$ cat config.mk
export PLATFORM = sky130hd
export DESIGN_NAME = compacted_extent_index_decoder_flat
export DESIGN_NICKNAME = d
export VERILOG_FILES = /design/src/rtl/ceid_pkg.sv /design/src/rtl/ceid_in_if.sv /design/src/rtl/ceid_out_if.sv /design/src/rtl/ceid_lane.sv /design/src/rtl/ceid_merge.sv /design/src/rtl/compacted_extent_index_decoder.sv /design/src/flat_wrapper.sv
export SDC_FILE = /design/constraint.sdc
export NUM_CORES = 2
export LEC_CHECK = 0
export BUFFER_PORTS_ARGS = -buffer_cell sky130_fd_sc_hd__buf_2
export CAP_MARGIN = 40
export CORE_AREA = 2 2 384 386
export CTS_CLUSTER_DIAMETER = 100
export DETAILED_ROUTE_END_ITERATION = 10
export DIE_AREA = 0 0 386 388
export PLACE_DENSITY = 0.76
export SLEW_MARGIN = 20
export SYNTH_ARGS = -nofsm -noshare
export SYNTH_HDL_FRONTEND = slang
export SYNTH_SLANG_ARGS = --single-unit
$ cat constraint.sdc
create_clock -name clk -period 12.9 [get_ports clk]
set_input_delay 0.645 -clock clk [delete_from_list [all_inputs] [get_ports clk]]
set_output_delay 0.645 -clock clk [all_outputs]
set_load 0.02 [all_outputs]
$ cat src/rtl/ceid_pkg.sv
`timescale 1ns / 1ps
// ----------------------------------------------------------------------------
// ceid_pkg
// Shared types and constants for the compacted extent index decoder.
// ----------------------------------------------------------------------------
package ceid_pkg;

  localparam int BLOCK_SHIFT     = 12;        // 4096-byte blocks
  localparam int MAX_EXTENTS_DEF = 131072;
  localparam int NUM_LANES       = 16;
  localparam int ENT_W           = 14;

  // configuration register indexes
  localparam logic [1:0] CFG_CLUSTER_SHIFT = 2'd0;
  localparam logic [1:0] CFG_TOTAL_BYTES   = 2'd1;
  localparam logic [1:0] CFG_EXTENT_COUNT  = 2'd2;

  // input op codes
  localparam logic [1:0] OP_PAIR   = 2'd0;
  localparam logic [1:0] OP_SINGLE = 2'd1;
  localparam logic [1:0] OP_GROUP  = 2'd2;

  // entry types
  localparam logic [1:0] TYPE_PLAIN   = 2'd0;
  localparam logic [1:0] TYPE_FIRST   = 2'd1;
  localparam logic [1:0] TYPE_NONHEAD = 2'd2;

  // result kinds
  localparam logic [1:0] KIND_PLAIN  = 2'd0;
  localparam logic [1:0] KIND_FIRST  = 2'd1;
  localparam logic [1:0] KIND_SECOND = 2'd2;

  // error codes
  localparam logic [1:0] ERR_NONE    = 2'd0;
  localparam logic [1:0] ERR_OFFSET  = 2'd1;
  localparam logic [1:0] ERR_TOOMANY = 2'd2;
  localparam logic [1:0] ERR_CLUSTER = 2'd3;

  typedef struct packed {
    logic        head;
    logic [1:0]  kind;
    logic        gt;     // offset beyond total size
    logic        eq;     // offset equals total size
    logic [29:0] off;
  } lane_t;

  typedef struct packed {
    logic [16:0] idx;
    logic [29:0] off;
    logic [29:0] len;
    logic [43:0] addr;
    logic [1:0]  kind;
    logic        done;
    logic [1:0]  err;
  } res_t;

  typedef struct packed {
    logic        go;     // decode n entries from the lanes
    logic        err3;   // group word with wrong cluster size
    logic [4:0]  n;
    logic [31:0] base;
  } cmd_t;

  typedef struct packed {
    logic        idle;
    logic        err;
    logic [17:0] cc;
  } stat_t;

endpackage

$ cat src/rtl/ceid_in_if.sv
`timescale 1ns / 1ps
// ----------------------------------------------------------------------------
// ceid_in_if
// Index word channel: op code and eight index bytes.
// ----------------------------------------------------------------------------
interface ceid_in_if;
  logic        valid;
  logic        ready;
  logic [1:0]  op;
  logic [63:0] word;

  modport source (output valid, op, word, input ready);
  modport sink   (input valid, op, word, output ready);
endinterface

$ cat src/rtl/ceid_out_if.sv
`timescale 1ns / 1ps
// ----------------------------------------------------------------------------
// ceid_out_if
// Extent result channel.
// ----------------------------------------------------------------------------
interface ceid_out_if;
  logic        valid;
  logic        ready;
  logic [16:0] extent_index;
  logic [29:0] uncompressed_offset;
  logic [29:0] uncompressed_length;
  logic [43:0] compressed_byte_addr;
  logic [1:0]  compression_kind;
  logic        map_complete;
  logic [1:0]  error_code;
  logic        last;

  modport source (output valid, extent_index, uncompressed_offset, uncompressed_length,
                  compressed_byte_addr, compression_kind, map_complete, error_code, last,
                  input ready);
  modport sink   (input valid, extent_index, uncompressed_offset, uncompressed_length,
                  compressed_byte_addr, compression_kind, map_complete, error_code, last,
                  output ready);
endinterface

$ cat src/rtl/ceid_lane.sv
`timescale 1ns / 1ps
// ----------------------------------------------------------------------------
// ceid_lane
// One entry decoder: type, cluster offset and size compare, registered.
// ----------------------------------------------------------------------------
module ceid_lane #(
  parameter int LANE = 0
) (
  input  logic               clk,
  input  logic               load,
  input  logic [15:0]        ent,
  input  logic [17:0]        cc,
  input  logic [2:0]         shift,
  input  logic [29:0]        total,
  output ceid_pkg::lane_t    lane_r
);
  import ceid_pkg::*;

  logic [18:0] pos;
  logic [4:0]  sh;
  logic [19:0] mask;
  logic [37:0] off;
  logic [1:0]  typ;
  lane_t       lane_nxt;

  always_comb begin
    pos  = 19'(cc) + 19'(LANE);
    sh   = 5'(BLOCK_SHIFT) + 5'(shift);
    mask = (20'd1 << sh) - 20'd1;
    off  = (38'(pos) << sh) | 38'(ent & mask[15:0]);
    typ  = ent[13:12];
    lane_nxt.head = (typ != TYPE_NONHEAD);
    case (typ)
      TYPE_PLAIN: lane_nxt.kind = KIND_PLAIN;
      TYPE_FIRST: lane_nxt.kind = KIND_FIRST;
      default:    lane_nxt.kind = KIND_SECOND;
    endcase
    lane_nxt.gt  = off > 38'(total);
    lane_nxt.eq  = off == 38'(total);
    lane_nxt.off = off[29:0];
  end

  always_ff @(posedge clk) begin
    if (load) begin
      lane_r <= lane_nxt;
    end
  end

endmodule

$ cat src/rtl/ceid_merge.sv
`timescale 1ns / 1ps
// ----------------------------------------------------------------------------
// ceid_merge
// Walks the lane results in order, tracks the pending extent and emits words.
// ----------------------------------------------------------------------------
module ceid_merge #(
  parameter int MAX_EXTENTS = ceid_pkg::MAX_EXTENTS_DEF
) (
  input  logic                 clk,
  input  logic                 rst_n,
  input  ceid_pkg::cmd_t       cmd,
  input  ceid_pkg::lane_t      lanes [ceid_pkg::NUM_LANES],
  input  logic [29:0]          total,
  input  logic [17:0]          count,
  output ceid_pkg::stat_t      stat,
  output logic                 load,
  output logic                 out_valid,
  input  logic                 out_ready,
  output ceid_pkg::res_t       out_res,
  output logic                 out_last
);
  import ceid_pkg::*;

  localparam logic [2:0] S_IDLE  = 3'd0;
  localparam logic [2:0] S_LOAD  = 3'd1;
  localparam logic [2:0] S_RUN   = 3'd2;
  localparam logic [2:0] S_FLUSH = 3'd3;

  logic [2:0]  state_r, state_nxt;
  logic [4:0]  i_r, i_nxt;
  logic [4:0]  n_r, n_nxt;
  logic        sub_r, sub_nxt;
  logic [31:0] blk_r, blk_nxt;
  logic [17:0] cc_r, cc_nxt;
  logic [17:0] nei_r, nei_nxt;
  logic        err_r, err_nxt;
  logic        pv_r, pv_nxt;
  logic [29:0] poff_r, poff_nxt;
  logic [31:0] pblk_r, pblk_nxt;
  logic [1:0]  pkind_r, pkind_nxt;
  logic        hold_v_r, hold_v_nxt;
  res_t        hold_r, hold_nxt;
  logic        out_v_r, out_v_nxt;
  res_t        out_r, out_nxt;
  logic        last_r, last_nxt;

  logic [17:0] ec;
  logic        out_free, can_emit, emit;
  res_t        nres;
  lane_t       cur;

  assign ec = (32'(count) > 32'(MAX_EXTENTS)) ? 18'(MAX_EXTENTS) : count;
  assign out_free = !out_v_r || out_ready;
  assign can_emit = !hold_v_r || out_free;
  assign cur      = lanes[i_r[3:0]];

  always_comb begin
    state_nxt  = state_r;
    i_nxt      = i_r;
    n_nxt      = n_r;
    sub_nxt    = sub_r;
    blk_nxt    = blk_r;
    cc_nxt     = cc_r;
    nei_nxt    = nei_r;
    err_nxt    = err_r;
    pv_nxt     = pv_r;
    poff_nxt   = poff_r;
    pblk_nxt   = pblk_r;
    pkind_nxt  = pkind_r;
    hold_v_nxt = hold_v_r;
    hold_nxt   = hold_r;
    out_v_nxt  = out_v_r && !out_ready;
    out_nxt    = out_r;
    last_nxt   = last_r;
    emit       = 1'b0;
    nres       = '0;

    case (state_r)
      S_IDLE: begin
        if (cmd.err3) begin
          nres.err  = ERR_CLUSTER;
          emit      = 1'b1;
          err_nxt   = 1'b1;
          state_nxt = S_FLUSH;
        end else if (cmd.go) begin
          n_nxt     = cmd.n;
          i_nxt     = '0;
          sub_nxt   = 1'b0;
          blk_nxt   = cmd.base + 32'd1;
          state_nxt = S_LOAD;
        end
      end
      S_LOAD: state_nxt = S_RUN;
      S_RUN: begin
        if (i_r == n_r) begin
          cc_nxt    = cc_r + 18'(n_r);
          state_nxt = S_FLUSH;
        end else if (!cur.head) begin
          i_nxt = i_r + 5'd1;
        end else if (cur.gt || (!cur.eq && nei_r >= ec)) begin
          if (can_emit) begin
            nres.err  = cur.gt ? ERR_OFFSET : ERR_TOOMANY;
            emit      = 1'b1;
            err_nxt   = 1'b1;
            state_nxt = S_FLUSH;
          end
        end else if (cur.eq) begin
          // head at end of file: ignored but uses its block
          blk_nxt = blk_r + 32'd1;
          i_nxt   = i_r + 5'd1;
        end else if (pv_r && !sub_r) begin
          if (can_emit) begin
            nres.idx  = 17'(nei_r - 18'd1);
            nres.off  = poff_r;
            nres.len  = cur.off - poff_r;
            nres.addr = {pblk_r, 12'd0};
            nres.kind = pkind_r;
            emit      = 1'b1;
            sub_nxt   = 1'b1;
          end
        end else if ({1'b0, nei_r} == 19'(ec) - 19'd1) begin
          if (can_emit) begin
            nres.idx  = 17'(nei_r);
            nres.off  = cur.off;
            nres.len  = total - cur.off;
            nres.addr = {blk_r, 12'd0};
            nres.kind = cur.kind;
            nres.done = 1'b1;
            emit      = 1'b1;
            pv_nxt    = 1'b0;
            nei_nxt   = nei_r + 18'd1;
            blk_nxt   = blk_r + 32'd1;
            i_nxt     = i_r + 5'd1;
            sub_nxt   = 1'b0;
          end
        end else begin
          pv_nxt    = 1'b1;
          poff_nxt  = cur.off;
          pblk_nxt  = blk_r;
          pkind_nxt = cur.kind;
          nei_nxt   = nei_r + 18'd1;
          blk_nxt   = blk_r + 32'd1;
          i_nxt     = i_r + 5'd1;
          sub_nxt   = 1'b0;
        end
      end
      S_FLUSH: begin
        if (!hold_v_r) begin
          state_nxt = S_IDLE;
        end else if (out_free) begin
          out_v_nxt  = 1'b1;
          out_nxt    = hold_r;
          last_nxt   = 1'b1;
          hold_v_nxt = 1'b0;
          state_nxt  = S_IDLE;
        end
      end
      default: state_nxt = S_IDLE;
    endcase

    // a new word pushes the held one out; last is only known at flush
    if (emit) begin
      if (hold_v_r) begin
        out_v_nxt = 1'b1;
        out_nxt   = hold_r;
        last_nxt  = 1'b0;
      end
      hold_v_nxt = 1'b1;
      hold_nxt   = nres;
    end
  end

  always_ff @(posedge clk) begin
    if (!rst_n) begin
      state_r  <= S_IDLE;
      cc_r     <= '0;
      nei_r    <= '0;
      err_r    <= 1'b0;
      pv_r     <= 1'b0;
      poff_r   <= '0;
      pblk_r   <= '0;
      pkind_r  <= '0;
      hold_v_r <= 1'b0;
      out_v_r  <= 1'b0;
    end else begin
      state_r  <= state_nxt;
      cc_r     <= cc_nxt;
      nei_r    <= nei_nxt;
      err_r    <= err_nxt;
      pv_r     <= pv_nxt;
      poff_r   <= poff_nxt;
      pblk_r   <= pblk_nxt;
      pkind_r  <= pkind_nxt;
      hold_v_r <= hold_v_nxt;
      out_v_r  <= out_v_nxt;
    end
  end

  always_ff @(posedge clk) begin
    i_r    <= i_nxt;
    n_r    <= n_nxt;
    sub_r  <= sub_nxt;
    blk_r  <= blk_nxt;
    hold_r <= hold_nxt;
    out_r  <= out_nxt;
    last_r <= last_nxt;
  end

  assign load      = (state_r == S_LOAD);
  assign stat.idle = (state_r == S_IDLE);
  assign stat.err  = err_r;
  assign stat.cc   = cc_r;
  assign out_valid = out_v_r;
  assign out_res   = out_r;
  assign out_last  = last_r;

endmodule

$ cat src/rtl/compacted_extent_index_decoder.sv
`timescale 1ns / 1ps
// ----------------------------------------------------------------------------
// compacted_extent_index_decoder
// Decodes a compacted cluster index stream into an extent map.
// ----------------------------------------------------------------------------
// One index word is taken at a time, when the decoder is idle. Group quarters
// one to three are only stored. A record or the fourth group quarter passes a
// load state, a run state walking each entry (2, 1 or 16) with an extra step
// per head that closes a pending extent, and a flush state marking the last
// word; output stalls hold the walk. Sixteen lanes decode all entries of a
// word at once; the serial walk of the merge stage, emitting at most one result
// word per cycle when the output is not stalled, sets the rate. Errors are sticky until reset.
module compacted_extent_index_decoder #(
  parameter int MAX_EXTENTS = ceid_pkg::MAX_EXTENTS_DEF
) (
  input  logic        clk,
  input  logic        rst_n,
  ceid_in_if.sink     in_ch,
  ceid_out_if.source  out_ch,
  input  logic        cfg_we,
  input  logic [1:0]  cfg_addr,
  input  logic [29:0] cfg_wdata
);
  import ceid_pkg::*;

  logic [2:0]   shift_r;
  logic [29:0]  total_r;
  logic [17:0]  count_r;
  logic [63:0]  gbuf_r [3];
  logic [1:0]   gwc_r;
  logic [255:0] work_r;
  logic         grp_r;
  logic         acc;
  cmd_t         cmd;
  stat_t        stat;
  logic         load;
  lane_t        lanes [NUM_LANES];
  res_t         res;

  always_ff @(posedge clk) begin
    if (!rst_n) begin
      shift_r <= '0;
      total_r <= '0;
      count_r <= 18'd1;
    end else if (cfg_we) begin
      case (cfg_addr)
        CFG_CLUSTER_SHIFT: shift_r <= cfg_wdata[2:0];
        CFG_TOTAL_BYTES:   total_r <= cfg_wdata;
        CFG_EXTENT_COUNT:  count_r <= cfg_wdata[17:0];
        default: ;
      endcase
    end
  end

  assign in_ch.ready = stat.idle;
  assign acc = in_ch.valid && stat.idle && !stat.err;

  always_comb begin
    cmd      = '0;
    cmd.base = in_ch.word[63:32];
    if (acc) begin
      case (in_ch.op)
        OP_PAIR: begin
          cmd.go = 1'b1;
          cmd.n  = 5'd2;
        end
        OP_SINGLE: begin
          cmd.go = 1'b1;
          cmd.n  = 5'd1;
        end
        OP_GROUP: begin
          if (shift_r != 3'd0) begin
            cmd.err3 = 1'b1;
          end else if (gwc_r == 2'd3) begin
            cmd.go = 1'b1;
            cmd.n  = 5'(NUM_LANES);
          end
        end
        default: ;
      endcase
    end
  end

  always_ff @(posedge clk) begin
    if (!rst_n) begin
      gwc_r <= '0;
    end else if (acc) begin
      if (in_ch.op == OP_PAIR || in_ch.op == OP_SINGLE) begin
        gwc_r <= '0;
      end else if (in_ch.op == OP_GROUP && shift_r == 3'd0) begin
        gwc_r <= gwc_r + 2'd1;
      end
    end
  end

  // records sit in the low word; a full group spans all four
  always_ff @(posedge clk) begin
    if (acc && in_ch.op == OP_GROUP && gwc_r != 2'd3) begin
      gbuf_r[gwc_r] <= in_ch.word;
    end
    if (cmd.go) begin
      grp_r <= (in_ch.op == OP_GROUP);
      if (in_ch.op == OP_GROUP) begin
        work_r <= {in_ch.word, gbuf_r[2], gbuf_r[1], gbuf_r[0]};
      end else begin
        work_r <= {192'd0, in_ch.word};
      end
    end
  end

  for (genvar g = 0; g < NUM_LANES; g++) begin : g_lane
    logic [15:0] ent;
    if (g < 2) begin : g_rec
      assign ent = grp_r ? 16'(work_r[g*ENT_W +: ENT_W]) : work_r[g*16 +: 16];
    end else begin : g_grp
      assign ent = 16'(work_r[g*ENT_W +: ENT_W]);
    end
    ceid_lane #(.LANE(g)) u_lane (
      .clk    (clk),
      .load   (load),
      .ent    (ent),
      .cc     (stat.cc),
      .shift  (shift_r),
      .total  (total_r),
      .lane_r (lanes[g])
    );
  end

  ceid_merge #(.MAX_EXTENTS(MAX_EXTENTS)) u_merge (
    .clk       (clk),
    .rst_n     (rst_n),
    .cmd       (cmd),
    .lanes     (lanes),
    .total     (total_r),
    .count     (count_r),
    .stat      (stat),
    .load      (load),
    .out_valid (out_ch.valid),
    .out_ready (out_ch.ready),
    .out_res   (res),
    .out_last  (out_ch.last)
  );

  assign out_ch.extent_index         = res.idx;
  assign out_ch.uncompressed_offset  = res.off;
  assign out_ch.uncompressed_length  = res.len;
  assign out_ch.compressed_byte_addr = res.addr;
  assign out_ch.compression_kind     = res.kind;
  assign out_ch.map_complete         = res.done;
  assign out_ch.error_code           = res.err;

endmodule

$ cat src/flat_wrapper.sv
// flat-port wrapper written by rule: the top's interface ports become plain ports
module compacted_extent_index_decoder_flat import ceid_pkg::*;
#(
  parameter int MAX_EXTENTS = ceid_pkg::MAX_EXTENTS_DEF
)
  (clk, rst_n, cfg_we, cfg_addr, cfg_wdata, in_ch_valid, in_ch_op, in_ch_word, in_ch_ready, out_ch_valid, out_ch_extent_index, out_ch_uncompressed_offset, out_ch_uncompressed_length, out_ch_compressed_byte_addr, out_ch_compression_kind, out_ch_map_complete, out_ch_error_code, out_ch_last, out_ch_ready);
  ceid_in_if in_ch_i ();
  ceid_out_if out_ch_i ();
  input  logic clk;
  input  logic rst_n;
  input  logic cfg_we;
  input  logic [1:0] cfg_addr;
  input  logic [29:0] cfg_wdata;
  input wire logic [$bits(in_ch_i.valid)-1:0] in_ch_valid;
  input wire logic [$bits(in_ch_i.op)-1:0] in_ch_op;
  input wire logic [$bits(in_ch_i.word)-1:0] in_ch_word;
  output wire logic [$bits(in_ch_i.ready)-1:0] in_ch_ready;
  output wire logic [$bits(out_ch_i.valid)-1:0] out_ch_valid;
  output wire logic [$bits(out_ch_i.extent_index)-1:0] out_ch_extent_index;
  output wire logic [$bits(out_ch_i.uncompressed_offset)-1:0] out_ch_uncompressed_offset;
  output wire logic [$bits(out_ch_i.uncompressed_length)-1:0] out_ch_uncompressed_length;
  output wire logic [$bits(out_ch_i.compressed_byte_addr)-1:0] out_ch_compressed_byte_addr;
  output wire logic [$bits(out_ch_i.compression_kind)-1:0] out_ch_compression_kind;
  output wire logic [$bits(out_ch_i.map_complete)-1:0] out_ch_map_complete;
  output wire logic [$bits(out_ch_i.error_code)-1:0] out_ch_error_code;
  output wire logic [$bits(out_ch_i.last)-1:0] out_ch_last;
  input wire logic [$bits(out_ch_i.ready)-1:0] out_ch_ready;
  assign in_ch_i.valid = in_ch_valid;
  assign in_ch_i.op = in_ch_op;
  assign in_ch_i.word = in_ch_word;
  assign in_ch_ready = in_ch_i.ready;
  assign out_ch_valid = out_ch_i.valid;
  assign out_ch_extent_index = out_ch_i.extent_index;
  assign out_ch_uncompressed_offset = out_ch_i.uncompressed_offset;
  assign out_ch_uncompressed_length = out_ch_i.uncompressed_length;
  assign out_ch_compressed_byte_addr = out_ch_i.compressed_byte_addr;
  assign out_ch_compression_kind = out_ch_i.compression_kind;
  assign out_ch_map_complete = out_ch_i.map_complete;
  assign out_ch_error_code = out_ch_i.error_code;
  assign out_ch_last = out_ch_i.last;
  assign out_ch_i.ready = out_ch_ready;
  compacted_extent_index_decoder #(.MAX_EXTENTS(MAX_EXTENTS)) u_core (.clk(clk), .rst_n(rst_n), .in_ch(in_ch_i), .out_ch(out_ch_i), .cfg_we(cfg_we), .cfg_addr(cfg_addr), .cfg_wdata(cfg_wdata));
endmodule
* Yosys cells after proc, flatten, opt, wreduce, memory -nomap -nowiden
Memory sizes are Yosys's and may differ from the RTL's. A register that Yosys moved wholly into a read port is not among the register bits.
Cells that the tools add are included.
** Word-level totals
- Bits in registers :: 1241
- Memory bits (writable) :: 192
- Input port bits :: 103
- Output and inout bits :: 129
- Memories kept :: 1
** Cells by class
- $add $sub $neg :: 27
- Order comparisons :: 19
- Equal/unequal tests :: 81
- Shifts and indexed selects :: 17
- Mux-type cells :: 123
- Bitwise logic cells :: 41
- Reduce and logical (&&, ||, !) cells :: 60
** Memory list
- u_core.gbuf_r :: words 3, width 64, rd ports 3, clocked after Yosys merged registers in 2, wr ports 1, line compacted_extent_index_decoder.sv:29 : logic [63:0] gbuf_r [3];
** Operator list (number)
- $mux W126 :: 5
- $eq A38 B30 Y1 :: 16
- $gt A38 B30 Y1 :: 16
- $or A38 B16 Y38 :: 16
- $shl A19 B5 Y38 :: 15
- $mux W32 :: 9
- $mux W124 :: 2
- $mux W123 :: 2
- $and A14 B16 Y16 :: 14
- $add A18 B4 Y19 const B :: 8
- $bmux W35 S4 :: 1
- $add A18 B3 Y19 const B :: 4
- $mux W35 :: 2
- $pmux W2 S2 :: 17
- $add A32 B1 Y32 const B :: 2
- $mux W64 :: 1
- $pmux W32 S2 :: 1
- $sub A30 B30 Y30 :: 2
- $mux W5 :: 11
- $mux W18 :: 3
- $ne A2 B2 Y1 const B :: 25
- $mux W1 :: 43
- $add A18 B2 Y19 const B :: 2
- $shl A18 B5 Y38 :: 1
- other kinds (52) :: 150

* Logic depth before layout (Yosys ltp)
- Word-level depth :: 12
- Mapped depth :: 25
- Depth with buffers taken out :: 22

* Cells and area by module
Synthesis repeated with hierarchy kept, for this count alone.
** Second synthesis, totals
- Cells, all modules :: 9002
- Area, all modules :: 92960.4 µm²
** By module, submodules not included
- ceid_merge :: instances 1, cells each 2297, area each 25540.7 µm², sequential area each 10650.2 µm²
- compacted_extent_index_decoder :: instances 1, cells each 1072, area each 16772.3 µm², sequential area each 13583.0 µm²
- ceid_lane at u_core.g_lane[6].u_lane :: instances 1, cells each 406, area each 3462.1 µm², sequential area each 1051.0 µm²
- ceid_lane at u_core.g_lane[2].u_lane :: instances 1, cells each 367, area each 3402.0 µm², sequential area each 1051.0 µm²
- ceid_lane at u_core.g_lane[10].u_lane :: instances 1, cells each 374, area each 3283.1 µm², sequential area each 1051.0 µm²
- ceid_lane at u_core.g_lane[15].u_lane :: instances 1, cells each 347, area each 3239.4 µm², sequential area each 1051.0 µm²
- ceid_lane at u_core.g_lane[12].u_lane :: instances 1, cells each 364, area each 3236.9 µm², sequential area each 1051.0 µm²
- ceid_lane at u_core.g_lane[13].u_lane :: instances 1, cells each 366, area each 3213.1 µm², sequential area each 1051.0 µm²
- ceid_lane at u_core.g_lane[7].u_lane :: instances 1, cells each 362, area each 3211.8 µm², sequential area each 1051.0 µm²
- ceid_lane at u_core.g_lane[4].u_lane :: instances 1, cells each 367, area each 3206.8 µm², sequential area each 1051.0 µm²
- ceid_lane at u_core.g_lane[11].u_lane :: instances 1, cells each 367, area each 3205.6 µm², sequential area each 1051.0 µm²
- ceid_lane at u_core.g_lane[1].u_lane :: instances 1, cells each 357, area each 3198.1 µm², sequential area each 1051.0 µm²
- ceid_lane at u_core.g_lane[3].u_lane :: instances 1, cells each 357, area each 3166.8 µm², sequential area each 1051.0 µm²
- ceid_lane at u_core.g_lane[8].u_lane :: instances 1, cells each 320, area each 3114.2 µm², sequential area each 1051.0 µm²
- 4 more rows

* Worst setup path before layout
No wires, ideal clock.
- Path kind :: reg-to-reg
- Start :: reg u_core.u_merge.state_r[0]
- End :: reg u_core.g_lane[0].u_lane.lane_r[0] in the netlist's numbering (enable)
- Arrival time :: 13.028 ns
- Data required time :: 11.906 ns
- Setup slack :: -1.122 ns
- Stages on the path, launching flop included :: 2
- Clock period less this slack :: 14.022 ns
- Cells stage by stage :: dfxtp_1 > ha_1
** Between the ends
- Word-level cells in the longest chain between the ends :: 1
** Ends and longest elaborated chain
- from (decl) :: line ceid_merge.sv:29 : logic [2:0] state_r, state_nxt;
- from (signal assigned) :: line ceid_merge.sv:186 : state_r <= state_nxt;
- $eq A3 B1 Y1 :: line ceid_merge.sv:209 : assign load = (state_r == S_LOAD);
- to (signal assigned) :: line ceid_lane.sv:45 : lane_r <= lane_nxt;
- to (decl) :: line ceid_lane.sv:15 : output ceid_pkg::lane_t lane_r
No other way between the ends.
A chain may end at the register's enable or synchronous reset.

==> results.yml <==
sta:
  drv_slew: 0
  fin_hold_ws_ns: 0.0775
  finalHoldViolations: 0
  fmaxAchievable_mhz: 151
  clock_skew_ns: 0.0387
  worst_pin_slew_ns: 1.23
  layout_min_cycle_time_ns: 6.64
  slew_headroom_pct: 17.7
  rsz0062_at_grt: "no"
  fin_crit_sh_pct: 51.4
  setup_viol: 0
  tns_ns: 0
global_route:
  track_usage_pct: 38.3
  overflow: 0
  grt_pass1_vias: 59296
  antenna_found_initial: 21
  grt_max_degree: 177
  grt_pass1_wl_um: 413000
synthesis:
  synth_flop_cell: "edfxtp_1"
  synth_edf_count: 1253
  synth_area_um2: 82300
  yosysMostFrequentCell: "edfxtp_1"
  synth_common_cells: "edfxtp_1, nand2_1, ha_1"
  ys_ff_latch: 1412
  synth_warnings: 0
  ys_seq_area_share_pct: 49.6
  synth_top_area_cell: "edfxtp_1"
  syn_inst: 7270
  async_flop_share_pct: 0
  synthDistinctLibCells: 91
  avgSynthCellArea_um2: 11.3
  synthTopCellsByArea: "edfxtp_1, ha_1, mux4_2"
  synth_top_area_share_pct: 45.7
cells_and_area:
  drive_gt1_share_pct: 12.3
  fillers: 11304
  area_growth_pct: 10.2
  multi_input_comb_area_um2: 38900
  seq_area_um2: 40800
  nets: 7977
floorplanning:
  ioPinCount: 232
  chipWidth_um: 386
  rows: 140
  start_util_pct: 56.7
  fp.dieArea_um2: 150000
  die_h_um: 388
  core-area_um2: 145000
critical_path:
  cp_max_fo: 76
  worstPathArrival_ns: 7.10
  endpoint_kind: "register"
  crit_family: "simple AND/OR/NAND/NOR gates"
  path_cells: "inv_1 -> nand2_1 -> ha_1 -> nor4b_2 -> nand4_1 -> or4_1 -> and3_1 -> nor3_1 -> and4b_1 -> nand4_1 -> and3_1 -> nand2_2 -> buf_4 -> buf_12 -> and2_4 -> buf_4 -> buf_16"
  r2r-start: "u_core.count_r[17]"
  crit_required_ns: 13.37
  crit_start: "u_core.count_r[17]"
  crit_slowest_cell: "dfxtp_1"
  crit_type: "reg2reg"
  critPathBufInv: 5
  cp_slowest_stage_delay_ns: 0.88
  start_kind: "register"
place:
  dpl.hpwl_um: 212000
  gp_congestion: 1.08
  io_buffers: 231
cts:
  clock-sinks: 1412
  htreeDepth: 4
  cts_max_path_buffers: 3
  clkTransAtPathRegs_ns: 0.06
  cts_setup_buffers: 0
  hold_buffers: 0
  clkLatencyLatePin_ns: 0.81
  cts_resized: 0
  cts_made_buffers: 153
  root_buffer: "clkbuf_16"
  cts_tree: "done"
power_and_ir_drop:
  power.leakage_nw: 35.7
  p_per_area_nw_per_um2: 180
  power_mw: 16.4
  vdd_drop_max_uv: 162
drt:
  vias_per_cell: 6.73
  dr.pass1.iters: 6
  wl_per_cell_um: 31.2
  drc: 0
  drt_iter0_drc: 8889
  antenna_left: 0
  finalWirelength_um: 291000
  num_vias: 62794
outcome:
  outcome: "completed"
job:
  cap_violations: 0
hold_path:
  worstHoldStart: "in_ch_word[8]"
  min_path_type: "in2reg"
## stage by stage
stage	cells	util, %	setup slack [ns]	area [µm²]
4_1_cts	9318	62.3	6.22	90400
2_1_floorplan	7271	-	5.04	82300
3_3_place_gp	9013	58.5	6.13	84900
6_report	9337	62.5	6.26	90700
3_5_place_dp	9036	58.7	6.22	85200
5_1_grt	9334	62.4	5.84	90700
## routing by layer
layer / global-route usage (%) / share of wire (%)
met5: 0 / 0.055
met4: 17.8 / 5.5
met3: 11.6 / 14
met2: 55.9 / 43
met1: 52.4 / 38
## layout by cell type, fill, tap and decap left out, types with 43 or more instances in the layout
cell type	netlist	layout
edfxtp_1	1253	1253
nand2_1	715	715
ha_1	581	579
nor2_1	491	487
mux2i_1	371	371
a21oi_1	351	351
and2_1	316	312
o21ai_0	242	242
buf_2	21	239
xnor2_1	228	228
a21o_1	223	223
mux4_2	187	187
inv_1	168	164
clkbuf_16	0	153
dfxtp_1	159	152
and3_1	145	145
a21boi_0	139	139
nand4_1	133	133
xor2_1	119	119
buf_4	4	117
nor2b_1	104	103
a22oi_1	92	92
nand3_1	77	77
o21a_1	73	73
nand2b_1	72	71
nor3_1	71	71
a211oi_1	44	44
mux2_2	43	43
## cell type report
class | instances | share of cell area, %
diodes | 3 | 0.00828
repair buffers | 386 | 2.96
flip-flops and latches | 1412 | 45.0
inverters | 173 | 0.752
clock buffers | 173 | 4.32
clock inverters | 109 | 1.40
well taps | 1917 | 2.64
multi-input cells | 5164 | 42.9
## kinds of logic (layout without fill, tap and decap cells)
kind of cell             after synthesis  in the layout  share of synthesized area, %
flip-flops                          1412           1412                          49.6
multiplexers                         601            601                          10.2
XOR/XNOR                             349            349                          3.74
AND/OR/NAND/NOR                     2264           2264                          13.5
other                                  1              5                       0.00455
buffers and inverters                695            841                          3.26
AO/OA/AOI/OAI                       1364           1364                          10.8
adder cells (fa/ha/maj)              584            584                          8.90
## report_power, final
| part | internal, mW | total, mW | switching (mW) |
|---|---|---|---|
| clock | 2.62 | 4.58 | 1.96 |
| combinational | 2.02 | 5.45 | 3.43 |
| sequential | 5.89 | 6.33 | 0.439 |
| total | 10.5 | 16.4 | 5.83 |
## registers in the layout, indices dropped and copies added, names as in the netlist, 18 cells and up, named ones only
| register | flops |
|---|---|
| u_core.count_r | 18 |
| u_core.g_lane.u_lane.lane_r | 554 |
| u_core.gbuf_r | 192 |
| u_core.total_r | 30 |
| u_core.u_merge.blk_r | 32 |
| u_core.u_merge.cc_r | 18 |
| u_core.u_merge.hold_r | 114 |
| u_core.u_merge.nei_r | 18 |
| u_core.u_merge.pblk_r | 32 |
| u_core.u_merge.poff_r | 30 |
| u_core.work_r | 224 |
## final timing paths
check | endpoint | slack [ns] | depth (start not counted)
min | u_core.gbuf_r[1][8] | 0.08 | 1
max | register | 6.26 | 17
min reg2reg | u_core.g_lane[10].u_lane.lane_r[0] | 0.45 | 0
max reg2reg | register | 6.26 | 17
(Power assumes the default switching activity.)
